$ cat config.mk
export PLATFORM = sky130hd
export DESIGN_NAME = timed_duplicate_message_filter_core
export DESIGN_NICKNAME = d
export VERILOG_FILES = /design/src/rtl/tdmf_pkg.sv /design/src/rtl/tdmf_hist.sv /design/src/rtl/tdmf_cmp.sv /design/src/rtl/timed_duplicate_message_filter_core.sv
export VERILOG_INCLUDE_DIRS = /design/src /design/src/rtl
export SDC_FILE = /design/constraint.sdc
export NUM_CORES = 2
export LEC_CHECK = 0
export BUFFER_PORTS_ARGS = -buffer_cell sky130_fd_sc_hd__clkbuf_2
export CAP_MARGIN = 5
export CORE_MARGIN = 5
export CORE_UTILIZATION = 55
export CTS_CLUSTER_SIZE = 24
export DETAILED_ROUTE_END_ITERATION = 16
export PLACE_DENSITY = 0.8
export REMOVE_ABC_BUFFERS = 1
export SETUP_SLACK_MARGIN = 0.02
export SYNTH_ARGS = -nofsm -noshare
export SYNTH_HDL_FRONTEND = slang
export SYNTH_SLANG_ARGS = --single-unit
$ cat constraint.sdc
create_clock -name clk -period 10.6 [get_ports clk]
set_input_delay 1.06 -clock clk [delete_from_list [all_inputs] [get_ports clk]]
set_output_delay 1.06 -clock clk [all_outputs]
set_load 0.01 [all_outputs]
$ cat src/rtl/timed_duplicate_message_filter_core_defines.svh
// Assertion macros shared by the duplicate filter RTL.
`ifndef TIMED_DUPLICATE_MESSAGE_FILTER_CORE_DEFINES_SVH
`define TIMED_DUPLICATE_MESSAGE_FILTER_CORE_DEFINES_SVH

// Same-cycle implication, checked on every rising edge outside reset.
`define TDMF_ASSERT_IMP(lbl, ante, cons, msg) \
    lbl: assert property (@(posedge clk) disable iff (!rst_n) (ante) |-> (cons)) \
        else $error(msg);

// Next-cycle implication, checked on every rising edge outside reset.
`define TDMF_ASSERT_NXT(lbl, ante, cons, msg) \
    lbl: assert property (@(posedge clk) disable iff (!rst_n) (ante) |=> (cons)) \
        else $error(msg);

`endif

$ cat src/rtl/tdmf_pkg.sv
// Shared constants and types for the timed duplicate message filter.
`default_nettype none
package tdmf_pkg;

    localparam int HISTORY_DEPTH_DEF = 15;
    localparam int TIME_W            = 48;
    localparam int KEY_W             = 64;
    localparam int WIN_W             = 16;
    localparam int APB_DATA_W        = 32;
    localparam int APB_ADDR_W        = 3;

    localparam logic [WIN_W-1:0] WINDOW_RESET = 16'd600;

    // register index, decoded from paddr[2]
    localparam logic REG_WINDOW = 1'b0;

    // result of one pass through the shared compare unit
    typedef struct packed {
        logic over;   // entry age is greater than the window
        logic match;  // same key, different timestamp
    } cmp_res_t;

endpackage
`default_nettype wire

$ cat src/rtl/tdmf_hist.sv
// History memory: one write port, one registered read port.
`default_nettype none
module tdmf_hist
    import tdmf_pkg::*;
#(
    parameter int DEPTH  = HISTORY_DEPTH_DEF,
    parameter int SLOT_W = 4
)
(
    input  wire logic              clk,
    input  wire logic              wr_en,
    input  wire logic [SLOT_W-1:0] wr_addr,
    input  wire logic [TIME_W-1:0] wr_time,
    input  wire logic [KEY_W-1:0]  wr_key,
    input  wire logic [SLOT_W-1:0] rd_addr,
    output logic      [TIME_W-1:0] rd_time,
    output logic      [KEY_W-1:0]  rd_key
);

    logic [TIME_W+KEY_W-1:0] mem [DEPTH];
    logic [TIME_W+KEY_W-1:0] rd_data_reg;

    // write port
    always_ff @(posedge clk)
    begin
        if (wr_en)
        begin
            mem[wr_addr] <= {wr_key, wr_time};
        end
    end

    // registered read port
    always_ff @(posedge clk)
    begin
        rd_data_reg <= mem[rd_addr];
    end

    assign rd_time = rd_data_reg[TIME_W-1:0];
    assign rd_key  = rd_data_reg[TIME_W+KEY_W-1:TIME_W];

endmodule
`default_nettype wire

$ cat src/rtl/tdmf_cmp.sv
// Shared compare unit: age against window, key and timestamp match.
`default_nettype none
module tdmf_cmp
    import tdmf_pkg::*;
(
    input  wire logic [TIME_W-1:0] now_time,
    input  wire logic [KEY_W-1:0]  now_key,
    input  wire logic [WIN_W-1:0]  window,
    input  wire logic [TIME_W-1:0] ent_time,
    input  wire logic [KEY_W-1:0]  ent_key,
    output cmp_res_t               res
);

    logic [TIME_W-1:0] age;

    // age wraps modulo 2^48
    assign age       = now_time - ent_time;
    assign res.over  = age > {{(TIME_W-WIN_W){1'b0}}, window};
    assign res.match = (ent_key == now_key) && (ent_time != now_time);

endmodule
`default_nettype wire

$ cat src/rtl/timed_duplicate_message_filter_core.sv
// Top level of the timed duplicate message filter: sequencer, registers, ports.
//
// Input beats on s_* carry a 48-bit millisecond timestamp and a 64-bit
// message key. Each beat gives one output beat on m_* whose bit 0 says the
// message is a duplicate: an entry with the same key and a different
// timestamp is still in the history after aging.
// Per beat the block drops the oldest entry if the history is full, appends
// the new one, ages out old entries from the oldest end, then scans all
// entries. One history read port and one compare unit are shared by the
// age loop and the scan, which reads every entry left after aging (up to
// HISTORY_DEPTH); s_tready comes back in the same cycle as m_tvalid, so
// a new beat is accepted only once the previous one has been processed.
// A result waits in the output register while the receiver stalls; a new
// beat can then still be accepted, but its result is held until the
// previous one is taken.
// Reset empties the history and sets window_ms to 600. The user must write
// window_ms (APB, byte address 0) only while idle; the block does not check.
`default_nettype none
module timed_duplicate_message_filter_core
    import tdmf_pkg::*;
#(
    parameter int HISTORY_DEPTH = HISTORY_DEPTH_DEF
)
(
    input  wire logic                  clk,
    input  wire logic                  rst_n,
    // stream input
    input  wire logic                  s_tvalid,
    output logic                       s_tready,
    input  wire logic [111:0]          s_tdata,  // [47:0] timestamp_ms, [111:48] message_key
    // stream output
    output logic                       m_tvalid,
    input  wire logic                  m_tready,
    output logic [7:0]                 m_tdata,  // [0] is_duplicate, [7:1] zero
    // APB configuration
    input  wire logic                  psel,
    input  wire logic                  penable,
    input  wire logic                  pwrite,
    input  wire logic [APB_ADDR_W-1:0] paddr,
    input  wire logic [APB_DATA_W-1:0] pwdata,
    output logic      [APB_DATA_W-1:0] prdata,
    output logic                       pready
);

`include "timed_duplicate_message_filter_core_defines.svh"

    localparam int SLOT_W = (HISTORY_DEPTH > 1) ? $clog2(HISTORY_DEPTH) : 1;
    localparam int CNT_W  = $clog2(HISTORY_DEPTH + 1);
    localparam logic [CNT_W-1:0]  DEPTH_C = CNT_W'(HISTORY_DEPTH);
    localparam logic [SLOT_W-1:0] LAST_SLOT = SLOT_W'(HISTORY_DEPTH - 1);
    localparam logic [SLOT_W:0]   DEPTH_S = (SLOT_W + 1)'(HISTORY_DEPTH);

    // sequencer states
    localparam logic [2:0] S_IDLE = 3'd0;
    localparam logic [2:0] S_PRD  = 3'd1;
    localparam logic [2:0] S_PCK  = 3'd2;
    localparam logic [2:0] S_SCAN = 3'd3;
    localparam logic [2:0] S_DONE = 3'd4;

    function automatic logic [SLOT_W-1:0] slot_inc(input logic [SLOT_W-1:0] s);
        logic [SLOT_W-1:0] r;
        if (s == LAST_SLOT)
        begin
            r = '0;
        end
        else
        begin
            r = s + 1'b1;
        end
        return r;
    endfunction

    // both operands are below the depth, so one subtract wraps the sum
    function automatic logic [SLOT_W-1:0] slot_add(input logic [SLOT_W-1:0] a,
                                                   input logic [SLOT_W-1:0] b);
        logic [SLOT_W:0] sum;
        sum = {1'b0, a} + {1'b0, b};
        if (sum >= DEPTH_S)
        begin
            sum = sum - DEPTH_S;
        end
        return sum[SLOT_W-1:0];
    endfunction

    logic [2:0]        state_reg, state_next;
    logic [CNT_W-1:0]  count_reg, count_next;
    logic [SLOT_W-1:0] oldest_reg, oldest_next;
    logic [SLOT_W-1:0] scan_slot_reg, scan_slot_next;
    logic [CNT_W-1:0]  scan_left_reg, scan_left_next;
    logic              chk_vld_reg, chk_vld_next;
    logic              dup_reg, dup_next;
    logic              out_vld_reg, out_vld_next;
    logic              out_dup_reg, out_dup_next;
    logic [TIME_W-1:0] now_reg;
    logic [KEY_W-1:0]  key_reg;
    logic [WIN_W-1:0]  window_reg;

    logic              accept;
    logic              full;
    logic [SLOT_W-1:0] oldest_acc;
    logic [CNT_W-1:0]  count_acc;
    logic [SLOT_W-1:0] wr_slot;
    logic [SLOT_W-1:0] rd_addr;
    logic [TIME_W-1:0] ent_time;
    logic [KEY_W-1:0]  ent_key;
    cmp_res_t          cmp;

    assign s_tready = (state_reg == S_IDLE);
    assign accept   = s_tvalid && s_tready;

    // configuration port
    assign pready = 1'b1;
    assign prdata = (paddr[2] == REG_WINDOW) ?
                    {{(APB_DATA_W-WIN_W){1'b0}}, window_reg} : '0;

    always_ff @(posedge clk or negedge rst_n)
    begin
        if (!rst_n)
        begin
            window_reg <= WINDOW_RESET;
        end
        else if (psel && penable && pwrite && pready && (paddr[2] == REG_WINDOW))
        begin
            window_reg <= pwdata[WIN_W-1:0];
        end
    end

    // slot bookkeeping for the append: drop the oldest first when full
    assign full       = (count_reg == DEPTH_C);
    assign oldest_acc = full ? slot_inc(oldest_reg) : oldest_reg;
    assign count_acc  = full ? (count_reg - 1'b1) : count_reg;
    assign wr_slot    = slot_add(oldest_acc, count_acc[SLOT_W-1:0]);

    // one read port, shared by aging and scanning
    assign rd_addr = (state_reg == S_SCAN) ? scan_slot_reg : oldest_reg;

    tdmf_hist #(
        .DEPTH  (HISTORY_DEPTH),
        .SLOT_W (SLOT_W)
    ) u_hist (
        .clk     (clk),
        .wr_en   (accept),
        .wr_addr (wr_slot),
        .wr_time (s_tdata[TIME_W-1:0]),
        .wr_key  (s_tdata[TIME_W+KEY_W-1:TIME_W]),
        .rd_addr (rd_addr),
        .rd_time (ent_time),
        .rd_key  (ent_key)
    );

    tdmf_cmp u_cmp (
        .now_time (now_reg),
        .now_key  (key_reg),
        .window   (window_reg),
        .ent_time (ent_time),
        .ent_key  (ent_key),
        .res      (cmp)
    );

    // item payload, latched on accept
    always_ff @(posedge clk)
    begin
        if (accept)
        begin
            now_reg <= s_tdata[TIME_W-1:0];
            key_reg <= s_tdata[TIME_W+KEY_W-1:TIME_W];
        end
    end

    // sequencer
    always_comb
    begin
        state_next     = state_reg;
        count_next     = count_reg;
        oldest_next    = oldest_reg;
        scan_slot_next = scan_slot_reg;
        scan_left_next = scan_left_reg;
        chk_vld_next   = 1'b0;
        dup_next       = dup_reg;
        out_vld_next   = out_vld_reg && !m_tready;
        out_dup_next   = out_dup_reg;

        case (state_reg)
            S_IDLE:
            begin
                if (accept)
                begin
                    oldest_next = oldest_acc;
                    count_next  = count_acc + 1'b1;
                    dup_next    = 1'b0;
                    state_next  = S_PRD;
                end
            end
            S_PRD:
            begin
                state_next = S_PCK;
            end
            S_PCK:
            begin
                if (cmp.over && (count_reg != '0))
                begin
                    oldest_next = slot_inc(oldest_reg);
                    count_next  = count_reg - 1'b1;
                    state_next  = S_PRD;
                end
                else
                begin
                    scan_slot_next = oldest_reg;
                    scan_left_next = count_reg;
                    state_next     = S_SCAN;
                end
            end
            S_SCAN:
            begin
                // issue one read and check the one issued in the previous cycle
                if (chk_vld_reg && cmp.match)
                begin
                    dup_next = 1'b1;
                end
                if (scan_left_reg != '0)
                begin
                    scan_slot_next = slot_inc(scan_slot_reg);
                    scan_left_next = scan_left_reg - 1'b1;
                    chk_vld_next   = 1'b1;
                end
                else
                begin
                    state_next = S_DONE;
                end
            end
            S_DONE:
            begin
                if (!out_vld_reg || m_tready)
                begin
                    out_vld_next = 1'b1;
                    out_dup_next = dup_reg;
                    state_next   = S_IDLE;
                end
            end
            default:
            begin
                state_next = S_IDLE;
            end
        endcase
    end

    always_ff @(posedge clk or negedge rst_n)
    begin
        if (!rst_n)
        begin
            state_reg     <= S_IDLE;
            count_reg     <= '0;
            oldest_reg    <= '0;
            scan_slot_reg <= '0;
            scan_left_reg <= '0;
            chk_vld_reg   <= 1'b0;
            dup_reg       <= 1'b0;
            out_vld_reg   <= 1'b0;
        end
        else
        begin
            state_reg     <= state_next;
            count_reg     <= count_next;
            oldest_reg    <= oldest_next;
            scan_slot_reg <= scan_slot_next;
            scan_left_reg <= scan_left_next;
            chk_vld_reg   <= chk_vld_next;
            dup_reg       <= dup_next;
            out_vld_reg   <= out_vld_next;
        end
    end

    always_ff @(posedge clk)
    begin
        out_dup_reg <= out_dup_next;
    end

    assign m_tvalid = out_vld_reg;
    assign m_tdata  = {7'b0, out_dup_reg};

    // checks
    `TDMF_ASSERT_IMP(a_count_in_range, 1'b1, count_reg <= DEPTH_C, "history count exceeds depth")
    `TDMF_ASSERT_IMP(a_oldest_in_range, 1'b1, oldest_reg <= LAST_SLOT, "oldest slot out of range")
    `TDMF_ASSERT_NXT(a_append_nonempty, accept, count_reg != '0, "history empty after append")
    `TDMF_ASSERT_IMP(a_result_from_done, $rose(m_tvalid), $past(state_reg) == S_DONE,
                     "result not from done state")
    `TDMF_ASSERT_IMP(a_scan_never_empty, state_reg == S_SCAN, count_reg != '0,
                     "scan with empty history")

endmodule
`default_nettype wire

==> impl_results.md <==
- CTS clk-pin slew, worst paths: around 0.060 ns
- Rel. slew slack: around 15%
- Final total power: approximately 28 mW
- Clk network pwr share: 22.5%
- WL per Instance: ~24 um
- Hpwl dp: a little under 100 mm
- Post-synthesis instance area: about 78000 sq um
- Post-route clock skew: around 0.024 ns
- Int Pwr: roughly 17 mW
- Main area contributors after synthesis: edfxtp_1 69%, nand2_1 6.7%, a311oi_1 3.2%, dfxtp_1 2.9%, mux4_2 2.4%
- Full die area: 149000 sq um
- Worst skew pair latency: 0.82 ns
- IO Port Bufs: around 150
- Clock Sinks: 1943
- Yosys top cell area share: slightly below 70%
- Chip width: just under 400 um
- WL final: between 150 and 200 mm
- Number of flip-flops under the largest register name: about 1700
- Largest net degree at the start of global routing: between 200 and 250
- Clock root buffer: clkbuf_16
- Final setup viols: 0
- Global Route Usage Sum: 24.9%
- Final Hold Viols: 0
- Met2 routed WL: ~90 mm
- Post-synth top cells: 1793 x edfxtp_1, 1382 x nand2_1, 357 x nand3_1
- #FFs+latches synth: just under 2000
- CTS max path bufs: 3
- LEAKAGE: about 29 nW
- Grt ovf: 0
- Post-DRT Antenna Nets: 0
- Required @ worst endpoint: between 10 and 15 ns
- H-tree Lvls: 4
- Register share of total power: roughly 40%
- Reg area: roughly 57000 sq um
- Final hold slack: just under 0.4 ns
- Period utilization: 60.8%
- Status: completed
- Met3 WL: around 20 mm
- Core outline area: approximately 140000 sq um
- Yosys warns: 0
- Vias per cell: approximately 6.3
- Hold Path Class: in2async
- PwrDens: between 300 and 400 nW/um^2
- RSZ-0062 raised after global routing: false
- Net Sw Power: between 10 and 15 mW
- Initial Util: between 50% and 60%
- Switching portion of total power: between 30% and 40%
- Async S/R FF share, synth: a little under 2%
- Number of buffers created by CTS: between 150 and 200
- TritonRoute pass-1 iters: 7
- Hold-fix buffers, CTS: 0
- Critical path class: reg2reg
- Actual slew at the worst max-slew pin: approximately 1.3 ns
- Worst Path Arrival: between 6 and 7 ns
- Sequential share of the synthesized area: 73.1%
- Worst setup EP type: register
- FMAX: approximately 0.16 GHz
- Synth-to-Final Area Change: 10.4%
- Global-route wire length before repair: 288 mm
- Initial DRC Count: slightly above 6000
- DRC viols: 0
- # Post-CTS Setup Buffers: 0
- Fill cell count: slightly above 10000
- Slew Limit Fails: 0
- Io pins: a little under 200
- Die extent in y: between 300 and 400 um
- Crit Path Max Fanout: 40
- VDD IR-drop max: a little over 0.0004 V
- Final GP Congestion: 0.906
- Share of cells above drive strength 1: between 10% and 20%
- Post-route met1 wirelength: around 74 mm
- Nets: about 5900
- EDFF count, synth: 1793
- Initial antenna violation count: 28
- Fin crit period: between 6 and 7 ns
- Number of global-route vias before repair: approximately 48000
- Post-synthesis instance total: between 5000 and 6000
- Combinational power share: roughly two fifths
- Count leader, synth: edfxtp_1
- Multi-input gate area: approximately 19000 sq um
- Worst setup SP type: register
- Area leader, netlist: edfxtp_1
- FP Rows: 138
- Post-cts sizing count: 0
- Max cap viols: 0
- Yosys cell types: 96
- Highest Signal Layer: met5
- CTS tree: done
- Top FF cell, synth: edfxtp_1
- Util after Layout: between 60 and 70%
- Avg Cell Area, Syn: roughly 14 sq um
- Vias: 49027
==> power by group through the flow <==
stage                     Combinational [mW]  Sequential, mW  Clock [mW]
after global routing                    11.5            10.9        6.62
after floorplan                         8.73            11.0           0
final                                   10.6            10.8        6.20
after CTS                               10.5            10.8        6.26
after detailed placement                10.4            10.9           0
after global placement                  10.1            10.8           0
==> layout make-up <==
| type | count | share of cell area (%) |
|---|---|---|
| flip-flops and latches | 1943 | 66.3 |
| multi-input cells | 3272 | 22.2 |
| clock buffers | 265 | 5.85 |
| well taps | 1890 | 2.75 |
| repair buffers | 216 | 1.68 |
| clock inverters | 63 | 0.676 |
| inverters | 104 | 0.459 |
| diodes | 24 | 0.0698 |
==> through the flow <==
| step | setup WS [ns] | std cells | TNS, ns | area (sq um) |
|---|---|---|---|---|
| final | 4.16 | 7777 | 0 | 86100 |
| after CTS | 4.26 | 7753 | 0 | 86000 |
| after detailed placement | 4.28 | 7425 | 0 | 80400 |
| after global routing | 3.80 | 7763 | 0 | 86000 |
| after global placement | 4.29 | 7425 | 0 | 80400 |
| after floorplan | -11.61 | 5319 | -1057.10 | 76400 |
==> critical path, cell delays in order (launching register included) <==
cell and delay [ns]:
dfrtp_1 0.48, ha_1 0.23, nand2_1 0.09, nor2_1 0.30, nand2_1 0.14, o21ai_0 0.33
ha_1 0.29, a21o_1 0.16, a21oi_1 0.18, xnor2_1 0.24, a221o_1 0.41, nor3b_1 0.39
xor2_1 0.21, nand2_1 0.27, nor2_4 0.77, buf_4 0.71, buf_4 0.78
==> kinds of logic (layout without fill, tap and decap cells) <==
logic type	Yosys count	count (layout)	share of synthesized area (%)
flip-flops	1943	1943	73.1
multiplexers	111	111	2.81
other	2	48	0.00963
buffers and inverters	484	648	2.62
XOR/XNOR	77	77	0.865
adder cells (fa/ha/maj)	74	74	1.21
AO/OA/AOI/OAI	807	807	7.47
AND/OR/NAND/NOR	2179	2179	11.9
==> per-layer routing <==
metal  vias to the layer above  global-route usage [%]
met5                         -                       0
met4                        10                    7.28
met3                       385                    5.13
met2                      2827                    40.0
met1                     24430                    34.9
li1                      21375                       -
==> final timing paths <==
check / startpoint / endpoint / slack [ns] / cells after the start
worst max-delay path: count_reg[0] / u_hist.mem[10][26] / 4.16 / 16
worst min-delay path: rst_n / state_reg[1] / 0.40 / 1
worst max register to register: count_reg[0] / u_hist.mem[10][26] / 4.16 / 16
worst min register to register: window_reg[11] / window_reg[11] / 0.51 / 1
max in group asynchronous: rst_n / window_reg[12] / 9.62 / 1
min in group clk: pwdata[14] / window_reg[14] / 0.50 / 2
==> placed cells by master (no fill, tap or decap), types with 19 or more instances in the layout <==
master / Yosys / final
conb_1: 2 / 24
mux2_2: 19 / 19
o21ai_0: 61 / 61
diode_2: 0 / 24
clkbuf_1: 314 / 63
nand2_1: 1382 / 1380
a31oi_1: 128 / 128
clkinv_2: 0 / 22
edfxtp_1: 1793 / 1793
and3_1: 90 / 90
inv_1: 103 / 103
nor3_1: 25 / 25
mux4_2: 84 / 84
a311oi_1: 285 / 285
a21oi_1: 163 / 163
clkbuf_16: 0 / 179
buf_4: 30 / 45
a211oi_1: 40 / 40
nor2_1: 207 / 192
dfxtp_1: 112 / 112
xnor2_1: 40 / 40
ha_1: 72 / 72
clkbuf_2: 2 / 154
nand4_1: 41 / 41
xor2_1: 37 / 37
nand3_1: 357 / 357
clkbuf_8: 4 / 23
clkinv_1: 1 / 21
dfrtp_1: 34 / 34
Note: power is estimated with default switching activity, not from simulation.
